<file path="src/hw/rtl/ry422_pkg.sv">
package ry422_pkg;

    // Component and bus widths.
    localparam int unsigned COMP_W      = 8;
    localparam int unsigned IN_DATA_W   = 3 * COMP_W;
    localparam int unsigned OUT_DATA_W  = 4 * COMP_W;
    localparam int unsigned SUM_W       = 18;

    // BT.601 full-range coefficients in 8.8 fixed point.
    localparam logic signed [SUM_W-1:0] COEF_YR = 18'sd77;
    localparam logic signed [SUM_W-1:0] COEF_YG = 18'sd150;
    localparam logic signed [SUM_W-1:0] COEF_YB = 18'sd29;
    localparam logic signed [SUM_W-1:0] COEF_UR = 18'sd43;
    localparam logic signed [SUM_W-1:0] COEF_UG = 18'sd85;
    localparam logic signed [SUM_W-1:0] COEF_C  = 18'sd128;
    localparam logic signed [SUM_W-1:0] COEF_VG = 18'sd107;
    localparam logic signed [SUM_W-1:0] COEF_VB = 18'sd21;
    localparam logic signed [SUM_W-1:0] CHROMA_OFFSET = 18'sd128;
    localparam logic signed [SUM_W-1:0] MAX_VAL       = 18'sd255;

    // One registered input pixel together with its column parity.
    typedef struct packed {
        logic              odd;
        logic [COMP_W-1:0] red;
        logic [COMP_W-1:0] green;
        logic [COMP_W-1:0] blue;
    } pix_t;

    // One converted result.
    typedef struct packed {
        logic              odd;
        logic [COMP_W-1:0] packed_chroma;
        logic [COMP_W-1:0] red_chroma;
        logic [COMP_W-1:0] blue_chroma;
        logic [COMP_W-1:0] luma;
    } res_t;

    // Saturate a signed value to the unsigned 8-bit range.
    function automatic logic [COMP_W-1:0] clamp8(input logic signed [SUM_W-1:0] val);
        logic [COMP_W-1:0] res;
        if (val < 0)
        begin
            res = '0;
        end
        else if (val > MAX_VAL)
        begin
            res = '1;
        end
        else
        begin
            res = val[COMP_W-1:0];
        end
        return res;
    endfunction

endpackage

</file>
<file path="src/hw/rtl/ry422_in_stage.sv">
module ry422_in_stage
    import ry422_pkg::*;
(
    input  logic                 clk,
    input  logic                 rst_n,
    input  logic                 s_axis_tvalid,
    output logic                 s_axis_tready,
    input  logic [IN_DATA_W-1:0] s_axis_tdata,
    input  logic                 s_axis_tuser,
    input  logic                 down_ready,
    output logic                 pix_valid,
    output pix_t                 pix
);

    logic pix_valid_reg;
    logic parity_reg;
    logic parity_next;
    logic odd_now;
    pix_t pix_reg;

    // The stage takes a new transaction whenever its register is empty or drains.
    assign s_axis_tready = !pix_valid_reg || down_ready;

    // Start of frame forces an even column for this pixel; the parity then toggles.
    assign odd_now     = s_axis_tuser ? 1'b0 : parity_reg;
    assign parity_next = !odd_now;

    // Control state: valid flag and column parity.
    always_ff @(posedge clk or negedge rst_n)
    begin
        if (!rst_n)
        begin
            pix_valid_reg <= 1'b0;
            parity_reg    <= 1'b0;
        end
        else if (s_axis_tready)
        begin
            pix_valid_reg <= s_axis_tvalid;
            if (s_axis_tvalid)
            begin
                parity_reg <= parity_next;
            end
        end
    end

    // Pixel payload register.
    always_ff @(posedge clk)
    begin
        if (s_axis_tready && s_axis_tvalid)
        begin
            pix_reg.odd   <= odd_now;
            pix_reg.blue  <= s_axis_tdata[COMP_W-1:0];
            pix_reg.green <= s_axis_tdata[2*COMP_W-1:COMP_W];
            pix_reg.red   <= s_axis_tdata[3*COMP_W-1:2*COMP_W];
        end
    end

    assign pix_valid = pix_valid_reg;
    assign pix       = pix_reg;

endmodule

</file>
<file path="src/hw/rtl/ry422_csc.sv">
module ry422_csc
    import ry422_pkg::*;
(
    input  pix_t pix,
    output res_t res
);

    logic signed [SUM_W-1:0] r_s;
    logic signed [SUM_W-1:0] g_s;
    logic signed [SUM_W-1:0] b_s;
    logic signed [SUM_W-1:0] y_sum;
    logic signed [SUM_W-1:0] u_sum;
    logic signed [SUM_W-1:0] v_sum;
    logic signed [SUM_W-1:0] y_val;
    logic signed [SUM_W-1:0] u_val;
    logic signed [SUM_W-1:0] v_val;
    logic [COMP_W-1:0]       y_c;
    logic [COMP_W-1:0]       u_c;
    logic [COMP_W-1:0]       v_c;

    // Zero-extend the components into the signed sum width.
    assign r_s = $signed({{(SUM_W-COMP_W){1'b0}}, pix.red});
    assign g_s = $signed({{(SUM_W-COMP_W){1'b0}}, pix.green});
    assign b_s = $signed({{(SUM_W-COMP_W){1'b0}}, pix.blue});

    // Constant-coefficient products; all sums stay within 18 signed bits.
    assign y_sum = COEF_YR * r_s + COEF_YG * g_s + COEF_YB * b_s;
    assign u_sum = COEF_C * b_s - COEF_UR * r_s - COEF_UG * g_s;
    assign v_sum = COEF_C * r_s - COEF_VG * g_s - COEF_VB * b_s;

    // Arithmetic shift floors toward minus infinity; chroma gets its offset.
    assign y_val = y_sum >>> 8;
    assign u_val = (u_sum >>> 8) + CHROMA_OFFSET;
    assign v_val = (v_sum >>> 8) + CHROMA_OFFSET;

    assign y_c = clamp8(y_val);
    assign u_c = clamp8(u_val);
    assign v_c = clamp8(v_val);

    // Interleaved chroma: U on even columns, V on odd columns.
    assign res.luma          = y_c;
    assign res.blue_chroma   = u_c;
    assign res.red_chroma    = v_c;
    assign res.odd           = pix.odd;
    assign res.packed_chroma = pix.odd ? v_c : u_c;

endmodule

</file>
<file path="src/hw/rtl/ry422_out_stage.sv">
module ry422_out_stage
    import ry422_pkg::*;
(
    input  logic                  clk,
    input  logic                  rst_n,
    input  logic                  res_valid,
    input  res_t                  res,
    output logic                  up_ready,
    output logic                  m_axis_tvalid,
    input  logic                  m_axis_tready,
    output logic [OUT_DATA_W-1:0] m_axis_tdata,
    output logic                  m_axis_tuser
);

    logic m_valid_reg;
    res_t res_reg;

    // The result register loads when empty or when its transaction completes.
    assign up_ready = !m_valid_reg || m_axis_tready;

    always_ff @(posedge clk or negedge rst_n)
    begin
        if (!rst_n)
        begin
            m_valid_reg <= 1'b0;
        end
        else if (up_ready)
        begin
            m_valid_reg <= res_valid;
        end
    end

    // Result payload register.
    always_ff @(posedge clk)
    begin
        if (up_ready && res_valid)
        begin
            res_reg <= res;
        end
    end

    assign m_axis_tvalid = m_valid_reg;
    assign m_axis_tdata  = {res_reg.packed_chroma, res_reg.red_chroma,
                            res_reg.blue_chroma, res_reg.luma};
    assign m_axis_tuser  = res_reg.odd;

endmodule

</file>
<file path="src/hw/rtl/rgb_to_yuv422_pixel_converter.sv">
// RGB to YCbCr (BT.601 full range) converter for 4:2:2 video. Each input
// transaction carries one pixel (blue, green, red bytes) and yields one result
// transaction with clamped Y, U and V, the column parity and the interleaved
// chroma byte (U on even columns, V on odd). Throughput is one pixel per clock
// while the output is not stalled; an input register, the constant-coefficient
// matrix and a result register make up the path. Column parity toggles per pixel
// and is cleared by the start-of-frame flag, so frames must have an even width.
module rgb_to_yuv422_pixel_converter
    import ry422_pkg::*;
(
    input  logic                  clk,
    input  logic                  rst_n,
    input  logic                  s_axis_tvalid,
    output logic                  s_axis_tready,
    input  logic [IN_DATA_W-1:0]  s_axis_tdata,   // [7:0] blue, [15:8] green, [23:16] red
    input  logic                  s_axis_tuser,   // [0] start_of_frame
    output logic                  m_axis_tvalid,
    input  logic                  m_axis_tready,
    output logic [OUT_DATA_W-1:0] m_axis_tdata,   // [7:0] luma, [15:8] blue_chroma,
                                                  // [23:16] red_chroma, [31:24] packed_chroma
    output logic                  m_axis_tuser    // [0] odd_column
);

    logic pix_valid;
    logic down_ready;
    pix_t pix;
    res_t res;

    // Input register and column parity.
    ry422_in_stage u_in_stage (
        .clk           (clk),
        .rst_n         (rst_n),
        .s_axis_tvalid (s_axis_tvalid),
        .s_axis_tready (s_axis_tready),
        .s_axis_tdata  (s_axis_tdata),
        .s_axis_tuser  (s_axis_tuser),
        .down_ready    (down_ready),
        .pix_valid     (pix_valid),
        .pix           (pix)
    );

    // Color space matrix with clamping.
    ry422_csc u_csc (
        .pix (pix),
        .res (res)
    );

    // Result register toward the output stream.
    ry422_out_stage u_out_stage (
        .clk           (clk),
        .rst_n         (rst_n),
        .res_valid     (pix_valid),
        .res           (res),
        .up_ready      (down_ready),
        .m_axis_tvalid (m_axis_tvalid),
        .m_axis_tready (m_axis_tready),
        .m_axis_tdata  (m_axis_tdata),
        .m_axis_tuser  (m_axis_tuser)
    );

endmodule

</file>
<file path="config.mk">
export PLATFORM = sky130hd
export DESIGN_NAME = rgb_to_yuv422_pixel_converter
export DESIGN_NICKNAME = d
export VERILOG_FILES = /design/src/hw/rtl/ry422_pkg.sv /design/src/hw/rtl/ry422_in_stage.sv /design/src/hw/rtl/ry422_csc.sv /design/src/hw/rtl/ry422_out_stage.sv /design/src/hw/rtl/rgb_to_yuv422_pixel_converter.sv
export SDC_FILE = /design/constraint.sdc
export NUM_CORES = 1
export LEC_CHECK = 0
export ABC_AREA = 0
export ABC_CLOCK_PERIOD_IN_PS = 8000
export BUFFER_PORTS_ARGS = -buffer_cell sky130_fd_sc_hd__buf_2
export CAP_MARGIN = 0
export CORE_MARGIN = 10
export CORE_UTILIZATION = 45
export CTS_CLUSTER_DIAMETER = 80
export DETAILED_ROUTE_END_ITERATION = 7
export GPL_TIMING_DRIVEN = 0
export SYNTH_ARGS = -nofsm -noshare
export SYNTH_HDL_FRONTEND = slang
export SYNTH_SLANG_ARGS = --single-unit
</file>
<file path="constraint.sdc">
create_clock -name clk -period 8 [get_ports clk]
set_input_delay 0 -clock clk [delete_from_list [all_inputs] [get_ports clk]]
set_output_delay 0 -clock clk [all_outputs]
set_load 0.05 [all_outputs]
</file>
==> results of run 1 <==
==> Yosys cell counts (4+ instances only) <==
cell type,count,area (um^2)
nor2b_1,17,106
o2bb2ai_1,4,35.0
a2111oi_0,4,35.0
o21bai_1,10,75.1
and2_1,8,50.1
nor2_1,68,255
o211ai_1,10,75.1
ha_1,264,3300
and3_1,11,68.8
a21boi_0,10,75.1
edfxtp_1,58,1740
o21ai_0,41,205
o311ai_0,4,35.0
nand2_1,33,124
xnor2_1,41,359
a21o_1,17,128
nor4_1,4,25.0
o21a_1,12,90.1
or3_1,5,31.3
nand3_1,19,95.1
a31oi_1,7,43.8
a21oi_1,39,195
xor2_1,24,210
a211oi_1,9,67.6
nor3_1,25,125
inv_1,247,927
nand2b_1,17,106
fa_1,82,1640
==> through the flow <==
step           setup slack (ns)  TNS, ns  utilization [%]  hold slack [ns]
3_5_place_dp             -0.101   -0.101             49.1           -0.201
3_3_place_gp            0.00650        0             49.1           -0.199
4_1_cts                   0.183        0             51.7            0.349
5_1_grt                  0.0172        0             51.9            0.366
6_report                  0.561        0             51.9            0.367
2_1_floorplan              1.18        0                -           -0.296
==> worst max-delay path, stage by stage, from the launching register on <==
cell and delay [ns]:
edfxtp_1 0.51, ha_1 0.39, fa_1 0.50, ha_1 0.36, inv_1 0.07, fa_1 0.50
inv_1 0.04, ha_1 0.30, a21boi_0 0.27, o21ai_1 0.13, a21boi_1 0.22, o21ai_1 0.10
nand2_1 0.15, xor2_2 0.13, fa_1 0.49, inv_1 0.04, ha_1 0.38, nand4_1 0.14
or4b_1 0.54, a21oi_2 0.26, nor2_1 0.12, xor2_1 0.18, inv_1 0.07, ha_1 0.29
and2b_1 0.23, mux2i_2 0.14, o41a_1 0.48, o2bb2ai_1 0.13
==> cell families after synthesis <==
family	synth area share [%]
adders and majority gates	45.6
buffers and inverters	8.67
and+or+nand+nor	10.6
AOI/OAI and AO/OA	12.8
xor gates and xnor gates	5.38
DFF	16.7
muxes	0.219
==> per-layer routing <==
| layer | routed length, um | GRT usage (%) | up-vias |
|---|---|---|---|
| met2 | 11100 | 27.6 | 101 |
| li1 | - | - | 4191 |
| met3 | 839 | 2.77 | 15 |
| met4 | 292 | 3.32 | 0 |
| met5 | 0 | 0 | - |
| met1 | 12000 | 21.6 | 3755 |
==> final timing paths <==
kind	endpoint	slack (ns)	depth (start not counted)
setup / recovery	u_out_stage.m_axis_tdata[27]$_DFFE_PP_	0.56	27
hold / removal	u_in_stage.pix[12]$_DFFE_PP_	0.37	2
setup reg to reg	u_out_stage.m_axis_tdata[27]$_DFFE_PP_	0.56	27
hold reg to reg	u_out_stage.m_axis_tvalid$_DFFE_PN0P_	0.49	1
max in group asynchronous	u_in_stage.parity_reg$_DFFE_PN0P_	7.32	3
min in group asynchronous	u_in_stage.pix_valid$_DFFE_PN0N_	0.53	3
==> layout by cell type, fill, tap and decap left out, types with 3 or more instances in the layout <==
cell type      instances
fa_1                  82
ha_1                 264
or4_1                  3
and3_1                11
xor2_1                23
nand2_1               33
a21o_1                17
a21boi_0               9
nand2b_1              17
a221oi_1               3
xnor2_1               40
clkinv_1               3
buf_2                 63
o21a_1                12
o2bb2ai_1              4
dfrtp_1                3
nor4_1                 4
a21oi_1               39
clkbuf_16              9
nor2_1                68
nand3_1               19
o31ai_1                3
o21ai_0               39
edfxtp_1              58
dlygate4sd3_1         30
or3_1                  5
nor3b_1                3
o211ai_1              10
inv_1                247
nor3_1                25
o311ai_0               3
o21bai_1              10
a211oi_1               9
nor2b_1               17
and2_1                 6
a31oi_1                7
buf_4                  3
a2111oi_0              4
==> cell type report <==
class / count / area (um^2)
multi-input combinational: 845 / 8140
inverter: 247 / 927
sequential: 61 / 1820
timing repair buffer: 96 / 638
fill: 2192 / 11400
clock buffer: 9 / 225
clock inverter: 7 / 88.8
buffer: 3 / 12.5
tap: 319 / 399
==> what timing repair did <==
item / CTS / global route
gates resized for setup: 1 / 6
buffers inserted: 0 / 3
endpoints found under the hold margin: 31 / 0
hold buffers: 30 / 0
setup endpoints to repair: 4 / 16
==> results.yml, run 1 <==
outcome:
  status: "complete, no violations"
cts:
  cts_root_buffer: "clkbuf_16"
  cts_sinks: 61
  numCtsBuffers: 9
  cts_max_path_buffers: 2
  cts_max_level: 3
  clkLatencyLatePin_ns: 0.34
  clk_pin_slew_worst_paths_ns: 0.06
  cts_tree: "done"
global_routing:
  groute.usage.overall_pct: 16.3
  grt_pass1_vias: 8194
  grt_max_degree: 34
  antenna_found_initial: 0
  grt_pass1_wl_mm: 40.7
  overflow: 0
setup_path:
  cp-start-kind: "flip-flop"
  r2r_start: "u_in_stage.pix[9]$_DFFE_PP_"
  endpoint_kind: "flip-flop"
  cp_max_fo: 8
  worst_ep_arrival_time_ns: 7.52
  crit_path_start: "u_in_stage.pix[9]$_DFFE_PP_"
  critPathKind: "flip-flop to flip-flop"
  required_ns: 8.08
route:
  drc_errors: 0
  drtPass1Iterations: 5
  vias: 8062
  ant_nets: 0
  wl_per_cell_um: 15.3
  drt_iter0_drc: 386
  vias_per_cell: 5.08
  wirelength_mm: 24.3
hold_path:
  min_path_type: "input port to flip-flop"
  hold_path.startpoint: "s_axis_tdata[12]"
yosys:
  async_flop_share_pct: 4.92
  synthDistinctLibCells: 71
  yosysSeqAreaShare_pct: 16.7
  netlist_instances: 1157
  synth_warnings: 0
  synth-edff-count: 58
  synth.avg_cell_area_um2: 9.40
  synth-main-ff-cell: "edfxtp_1"
  synth.net_count: 1532
  synthesis.area_um2: 10900
  ys_ff_latch: 61
sta:
  slew_viol_final: 0
  worst_clock_skew_ns: 0.00927
  slew_headroom_pct: 44.4
  finalCritPeriodShare_pct: 93.0
  rsz0062_at_grt: "false"
  worst_pin_slew_ns: 0.833
  hold_viol: 0
  finalSetupViolCount: 0
  fin_crit_ns: 7.44
  fmax_mhz: 134
finish:
  stdcell_area_um2: 12200
  drive_gt1_share_pct: 7.49
  nets: 1638
  syn_to_final_growth_pct: 12.6
  stdcell_count: 1587
  largest_reg_flops: 32
  antennaDiodeCount: 0
die:
  die_x_um: 175
  dieArea_um2: 30800
  ios: 64
  fp-row-count: 56
  die_h_um: 175
  core_um2: 23600
  start_util_pct: 46.1
placed_design:
  portBuffers: 63
  hpwl_mm: 20.5
  dpl_cell_area_um2: 11600
  place_congestion: 0.868
  placed_cells: 1539
flow_run:
  cap_viol_max_count: 0
Power of run 1 is left out: the tool's default activity adds up to more than one toggle a clock period on the data nets, which glitch-free logic cannot reach.
==> inputs of run 2 (changes only) <==
--- a/config.mk
+++ b/config.mk
@@ -5,7 +5,6 @@
 export SDC_FILE = /design/constraint.sdc
 export NUM_CORES = 1
 export LEC_CHECK = 0
-export ABC_AREA = 0
 export ABC_CLOCK_PERIOD_IN_PS = 8000
 export BUFFER_PORTS_ARGS = -buffer_cell sky130_fd_sc_hd__buf_2
 export CAP_MARGIN = 0
@@ -13,7 +12,9 @@
 export CORE_UTILIZATION = 45
 export CTS_CLUSTER_DIAMETER = 80
 export DETAILED_ROUTE_END_ITERATION = 7
+export GPL_ROUTABILITY_DRIVEN = 1
 export GPL_TIMING_DRIVEN = 0
 export SYNTH_ARGS = -nofsm -noshare
 export SYNTH_HDL_FRONTEND = slang
+export SYNTH_HIERARCHICAL = 1
 export SYNTH_SLANG_ARGS = --single-unit
==> run 2 against run 1 <==
Against the previous run: register-to-register slack got worse by 0.03 ns; non-clock buffer count fell by 1; die area fell by 5.0%; utilization fell by 0.81 points; worst hold slack got worse by 0.0063 ns; synthesized area fell by 5.7%; critical path type unchanged; routed wire length fell by 9.8%; critical path depth fell by 4; clock skew rose by 0.0037 ns.
==> results.yml, run 2 <==
sta:
  worst_pin_slew_ns: 0.644
  fin_crit_ns: 7.47
  fmax_mhz: 134
  finalCritPeriodShare_pct: 93.4
  worst_clock_skew_ns: 0.0130
  hold_viol: 0
  rsz0062_at_grt: "false"
  slew_headroom_pct: 57.1
  setup_tns_ns: 0
  finalSetupViolCount: 0
  slew_viol_final: 0
finish:
  nets: 1495
  drive_gt1_share_pct: 9.08
  antennaDiodeCount: 0
  regArea_um2: 1820
  final_common_cell: "inv_1"
  largest_reg_flops: 32
  fillers: 2069
  multi_input_area_um2: 7480
  syn_to_final_growth_pct: 12.0
  mostFrequentLayoutCells: "inv_1, ha_1, fa_1"
route:
  drc_errors: 0
  ant_nets: 0
  vias: 7069
  wl_per_cell_um: 15.4
  drtPass1Iterations: 4
  wirelength_mm: 21.9
  drt_iter0_drc: 262
  vias_per_cell: 4.98
cts:
  cts_max_level: 3
  cts_sinks: 61
  clk_pin_slew_worst_paths_ns: 0.06
  cts_max_path_buffers: 2
  clkLatencyLatePin_ns: 0.34
  numCtsBuffers: 9
  cts_tree: "done"
  cts_root_buffer: "clkbuf_16"
  cts.repair.resized: 0
yosys:
  synth_common_cells: "inv_1, ha_1, fa_1"
  yosysMostFrequentCell: "inv_1"
  synthesis.area_um2: 10300
  netlist_instances: 1026
  synth-main-ff-cell: "edfxtp_1"
  yosysTopAreaCell: "ha_1"
  synth-edff-count: 58
  synthTopCellsByArea: "ha_1, fa_1, edfxtp_1"
  yosysSeqAreaShare_pct: 17.7
  synth.net_count: 1392
  synth_top_area_share_pct: 28.4
  synthDistinctLibCells: 65
  ys_ff_latch: 61
  synth.avg_cell_area_um2: 10.0
  async_flop_share_pct: 4.92
  synth_warnings: 6
global_routing:
  grt_max_degree: 34
  overflow: 0
  grt_pass1_vias: 7215
  antenna_found_initial: 0
  groute.usage.overall_pct: 15.7
  grt_pass1_wl_mm: 36.0
setup_path:
  cp_max_fo: 8
  ff2ff_path_depth: 23
  required_ns: 8.06
  crit_path_start: "u_in_stage/pix[14]$_DFFE_PP_"
  critPathKind: "flip-flop to flip-flop"
  r2r_end: "u_out_stage/m_axis_tdata[1]$_DFFE_PP_"
  crit_path_end: "u_out_stage/m_axis_tdata[1]$_DFFE_PP_"
  endpoint_kind: "flip-flop"
  cp-start-kind: "flip-flop"
  worst_ep_arrival_time_ns: 7.53
  r2r_slack_ns: 0.53
  r2r_start: "u_in_stage/pix[14]$_DFFE_PP_"
hold_path:
  min_path_type: "input port to flip-flop"
die:
  ios: 64
  fp-row-count: 55
  core_um2: 22500
  die_h_um: 171
  dieArea_um2: 29200
  start_util_pct: 45.6
  die_x_um: 171
outcome:
  status: "complete, no violations"
placed_design:
  portBuffers: 63
  place_congestion: 0.883
  hpwl_mm: 18.8
flow_run:
  cap_viol_max_count: 0
[run 2: stage by stage]
stage	instance area [um^2]	instances	hold WS [ns]	setup WS, ns	util, %
finish	11500	1419	0.360	0.530	51.1
detailed placement	10900	1374	-0.198	0.399	48.6
global route	11500	1419	0.365	0.0428	51.1
floorplan	10300	1026	-0.296	1.41	-
CTS	11500	1419	0.343	0.381	51.1
global placement	10900	1374	-0.199	0.396	48.6
[run 2: kinds of logic after synthesis]
family / after synthesis / share of synthesized area, %
fa+ha+maj: 338 / 48.8
mux: 6 / 0.695
flops: 61 / 17.7
xor+xnor: 63 / 5.38
simple gates: 146 / 7.48
buf+inv: 254 / 9.35
compound gates: 158 / 10.6
[run 2: worst max-delay path, stage by stage, from the launching register on]
cell and delay, ns:
edfxtp_1 0.60, ha_1 0.44, ha_1 0.29, inv_1 0.05
fa_1 0.47, fa_1 0.52, inv_1 0.05, ha_1 0.32
xnor2_1 0.22, fa_1 0.49, fa_1 0.52, inv_1 0.05
fa_1 0.47, fa_1 0.54, inv_1 0.04, ha_1 0.32
o21ai_0 0.09, o21bai_1 0.09, a21oi_1 0.28, o21ai_1 0.18
a21oi_1 0.31, a21oi_1 0.13, a21oi_1 0.52, o21ai_0 0.18
[run 2: final cells by class]
cell class                 count  area share, %
sequential                    61           15.8
buffer                         6          0.250
tap                          285           3.10
clock inverter                 6          0.348
multi-input combinational    711           65.1
inverter                     248           8.10
clock buffer                  10           1.99
timing repair buffer          92           5.27
[run 2: what timing repair did]
action / CTS / global route
hold endpoints to repair: 31 / 0
hold buffers: 29 / 0
setup buffers: 0 / 0
[run 2: how the worst min path moves through the flow]
stage | from | endpoint | slack, ns | cells past startpoint
floorplan | rst_n | u_in_stage/parity_reg$_DFFE_PN0P_ | -0.30 | 0
global placement | rst_n | u_in_stage/pix_valid$_DFFE_PN0P_ | -0.20 | 1
detailed placement | rst_n | u_out_stage/m_axis_tvalid$_DFFE_PN0P_ | -0.20 | 1
CTS | s_axis_tdata[20] | u_in_stage/pix[20]$_DFFE_PP_ | 0.34 | 2
global route | s_axis_tdata[17] | u_in_stage/pix[17]$_DFFE_PP_ | 0.36 | 2
finish | s_axis_tdata[20] | u_in_stage/pix[20]$_DFFE_PP_ | 0.36 | 2
[run 2: layer usage]
metal  vias to the layer above  share of wire [%]  GRT usage, %
li1                       3619                  -             -
met1                      3319                 45          20.1
met2                       116                 49          27.4
met3                        15                4.9          2.44
met4                         0                1.1          3.29
met5                         -                  0             0
Power of run 2 is left out for the same reason.
==> inputs of run 3 (changes only) <==
--- a/config.mk
+++ b/config.mk
@@ -7,13 +7,16 @@
 export LEC_CHECK = 0
 export ABC_CLOCK_PERIOD_IN_PS = 8000
 export BUFFER_PORTS_ARGS = -buffer_cell sky130_fd_sc_hd__buf_2
-export CAP_MARGIN = 0
+export CELL_PAD_IN_SITES_DETAIL_PLACEMENT = 0
+export CELL_PAD_IN_SITES_GLOBAL_PLACEMENT = 1
 export CORE_MARGIN = 10
 export CORE_UTILIZATION = 45
 export CTS_CLUSTER_DIAMETER = 80
 export DETAILED_ROUTE_END_ITERATION = 7
 export GPL_ROUTABILITY_DRIVEN = 1
 export GPL_TIMING_DRIVEN = 0
+export PLACE_DENSITY_LB_ADDON = 0.1
+export REMOVE_ABC_BUFFERS = 1
 export SYNTH_ARGS = -nofsm -noshare
 export SYNTH_HDL_FRONTEND = slang
 export SYNTH_HIERARCHICAL = 1
==> run 3 against run 2 <==
Against the previous run: final cell count shrank 0.42%; register-to-register slack improved by 0.12 ns; non-clock buffer count fell by 6; first-iteration DRC count up 16%; global-route usage increased by 0.91 points; maximum frequency increased by 1.6%; final area about the same; die area stayed put; critical endpoint is now u_out_stage/m_axis_tdata[27]$_DFFE_PP_; critical path type unchanged.
==> results.yml, run 3 (synthesized netlist as in run 2, its figures left out) <==
setup_path:
  cp_max_fo: 8
  critPathKind: "flip-flop to flip-flop"
  endpoint_kind: "flip-flop"
  worst_ep_arrival_time_ns: 7.44
  cp-start-kind: "flip-flop"
  required_ns: 8.09
die:
  fp-row-count: 55
  die_h_um: 171
  core_um2: 22500
  dieArea_um2: 29200
  ios: 64
  start_util_pct: 45.6
  die_x_um: 171
route:
  drc_errors: 0
  vias_per_cell: 4.96
  ant_nets: 0
  drtPass1Iterations: 4
  vias: 7006
  wl_per_cell_um: 16.5
  wirelength_mm: 23.3
  drt_iter0_drc: 303
sta:
  setup_tns_ns: 0
  worst_clock_skew_ns: 0.0124
  fmax_mhz: 136
  hold_viol: 0
  fin_crit_ns: 7.35
  finalSetupViolCount: 0
  slew_viol_final: 0
  rsz0062_at_grt: "false"
  timing.hold.ws_ns: 0.362
  worst_pin_slew_ns: 0.808
  finalCritPeriodShare_pct: 91.9
  timing.final.ws_setup_ns: 0.649
  slew_headroom_pct: 46.0
finish:
  drive_gt1_share_pct: 9.04
  fillers: 2146
  nets: 1489
  largest_reg_flops: 32
  stdcell_area_um2: 11500
  mostFrequentLayoutCells: "inv_1, ha_1, fa_1"
  syn_to_final_growth_pct: 12.1
  antennaDiodeCount: 0
  regArea_um2: 1820
  multi_input_area_um2: 7490
  final_common_cell: "inv_1"
placed_design:
  place_congestion: 0.845
  pre_cts_slack_ns: 0.393
  hpwl_mm: 19.7
  dpl_cell_area_um2: 10900
  portBuffers: 63
cts:
  cts_max_path_buffers: 2
  post_cts_buffers: 0
  cts_tree: "done"
  numCtsBuffers: 9
  cts_root_buffer: "clkbuf_16"
  clkLatencyLatePin_ns: 0.34
  cts_sinks: 61
  cts_max_level: 3
  clk_pin_slew_worst_paths_ns: 0.06
global_routing:
  antenna_found_initial: 0
  overflow: 0
  groute.usage.overall_pct: 16.6
  grt_max_degree: 34
  grt_pass1_vias: 7365
  grt_pass1_wl_mm: 37.9
hold_path:
  min_path_type: "input port to flip-flop"
outcome:
  status: "complete, no violations"
flow_run:
  cap_viol_max_count: 0
[run 3: worst paths after layout]
kind                                                   start                                     end  slack, ns  depth (start not counted)
max                             u_in_stage/pix[20]$_DFFE_PP_  u_out_stage/m_axis_tdata[27]$_DFFE_PP_       0.65                         24
min                                         s_axis_tdata[22]            u_in_stage/pix[22]$_DFFE_PP_       0.36                          2
max reg2reg                     u_in_stage/pix[20]$_DFFE_PP_  u_out_stage/m_axis_tdata[27]$_DFFE_PP_       0.65                         24
min reg2reg                u_in_stage/parity_reg$_DFFE_PN0P_       u_in_stage/parity_reg$_DFFE_PN0P_       0.52                          2
max in group asynchronous                              rst_n        u_in_stage/pix_valid$_DFFE_PN0P_       7.32                          3
min in group asynchronous                              rst_n   u_out_stage/m_axis_tvalid$_DFFE_PN0P_       0.53                          3
[run 3: cell type report]
cell class / instances / share of cell area, %
multi-input combinational: 711 / 65.1
tap: 285 / 3.10
clock buffer: 9 / 1.96
sequential: 61 / 15.8
timing repair buffer: 92 / 5.27
clock inverter: 7 / 0.642
inverter: 248 / 8.10
[run 3: metal layers]
layer / up-vias / global-route usage (%) / wire length, um / part of all wire (%)
met2: 103 / 28.3 / 11100 / 48
met4: 0 / 3.10 / 240 / 1.0
met3: 16 / 2.42 / 908 / 3.9
met5: - / 0 / 0 / 0
met1: 3280 / 22.0 / 11000 / 47
li1: 3607 / - / - / -
[run 3: timing repair]
| action | 4_1_cts | 5_1_grt |
|---|---|---|
| resized for setup | 0 | 1 |
| setup endpoints to repair | 0 | 1 |
| hold buffers | 29 | 0 |
| hold endpoints to repair | 31 | 0 |
[run 3: worst max-delay path, stage by stage (launching register included)]
cell and delay [ns]:
edfxtp_1 0.62, ha_1 0.43, inv_1 0.07, fa_1 0.50
fa_1 0.54, inv_1 0.05, fa_1 0.50, inv_1 0.04
ha_1 0.34, a21o_1 0.19, a31oi_1 0.21, nor2_1 0.12
a2111oi_4 0.38, xnor2_1 0.29, ha_1 0.37, a21o_1 0.20
a22o_1 0.22, a21o_1 0.18, o41ai_1 0.53, xnor2_1 0.13
ha_1 0.44, inv_1 0.10, nor4_1 0.28, a211oi_1 0.10
mux2_2 0.27
[run 3: metrics by stage]
stage	std cells	util, %
6_report	1413	51.1
5_1_grt	1413	51.1
4_1_cts	1413	51.1
3_5_place_dp	1368	48.4
3_3_place_gp	1368	48.4
2_1_floorplan	1020	-
Power of run 3 is left out for the same reason.
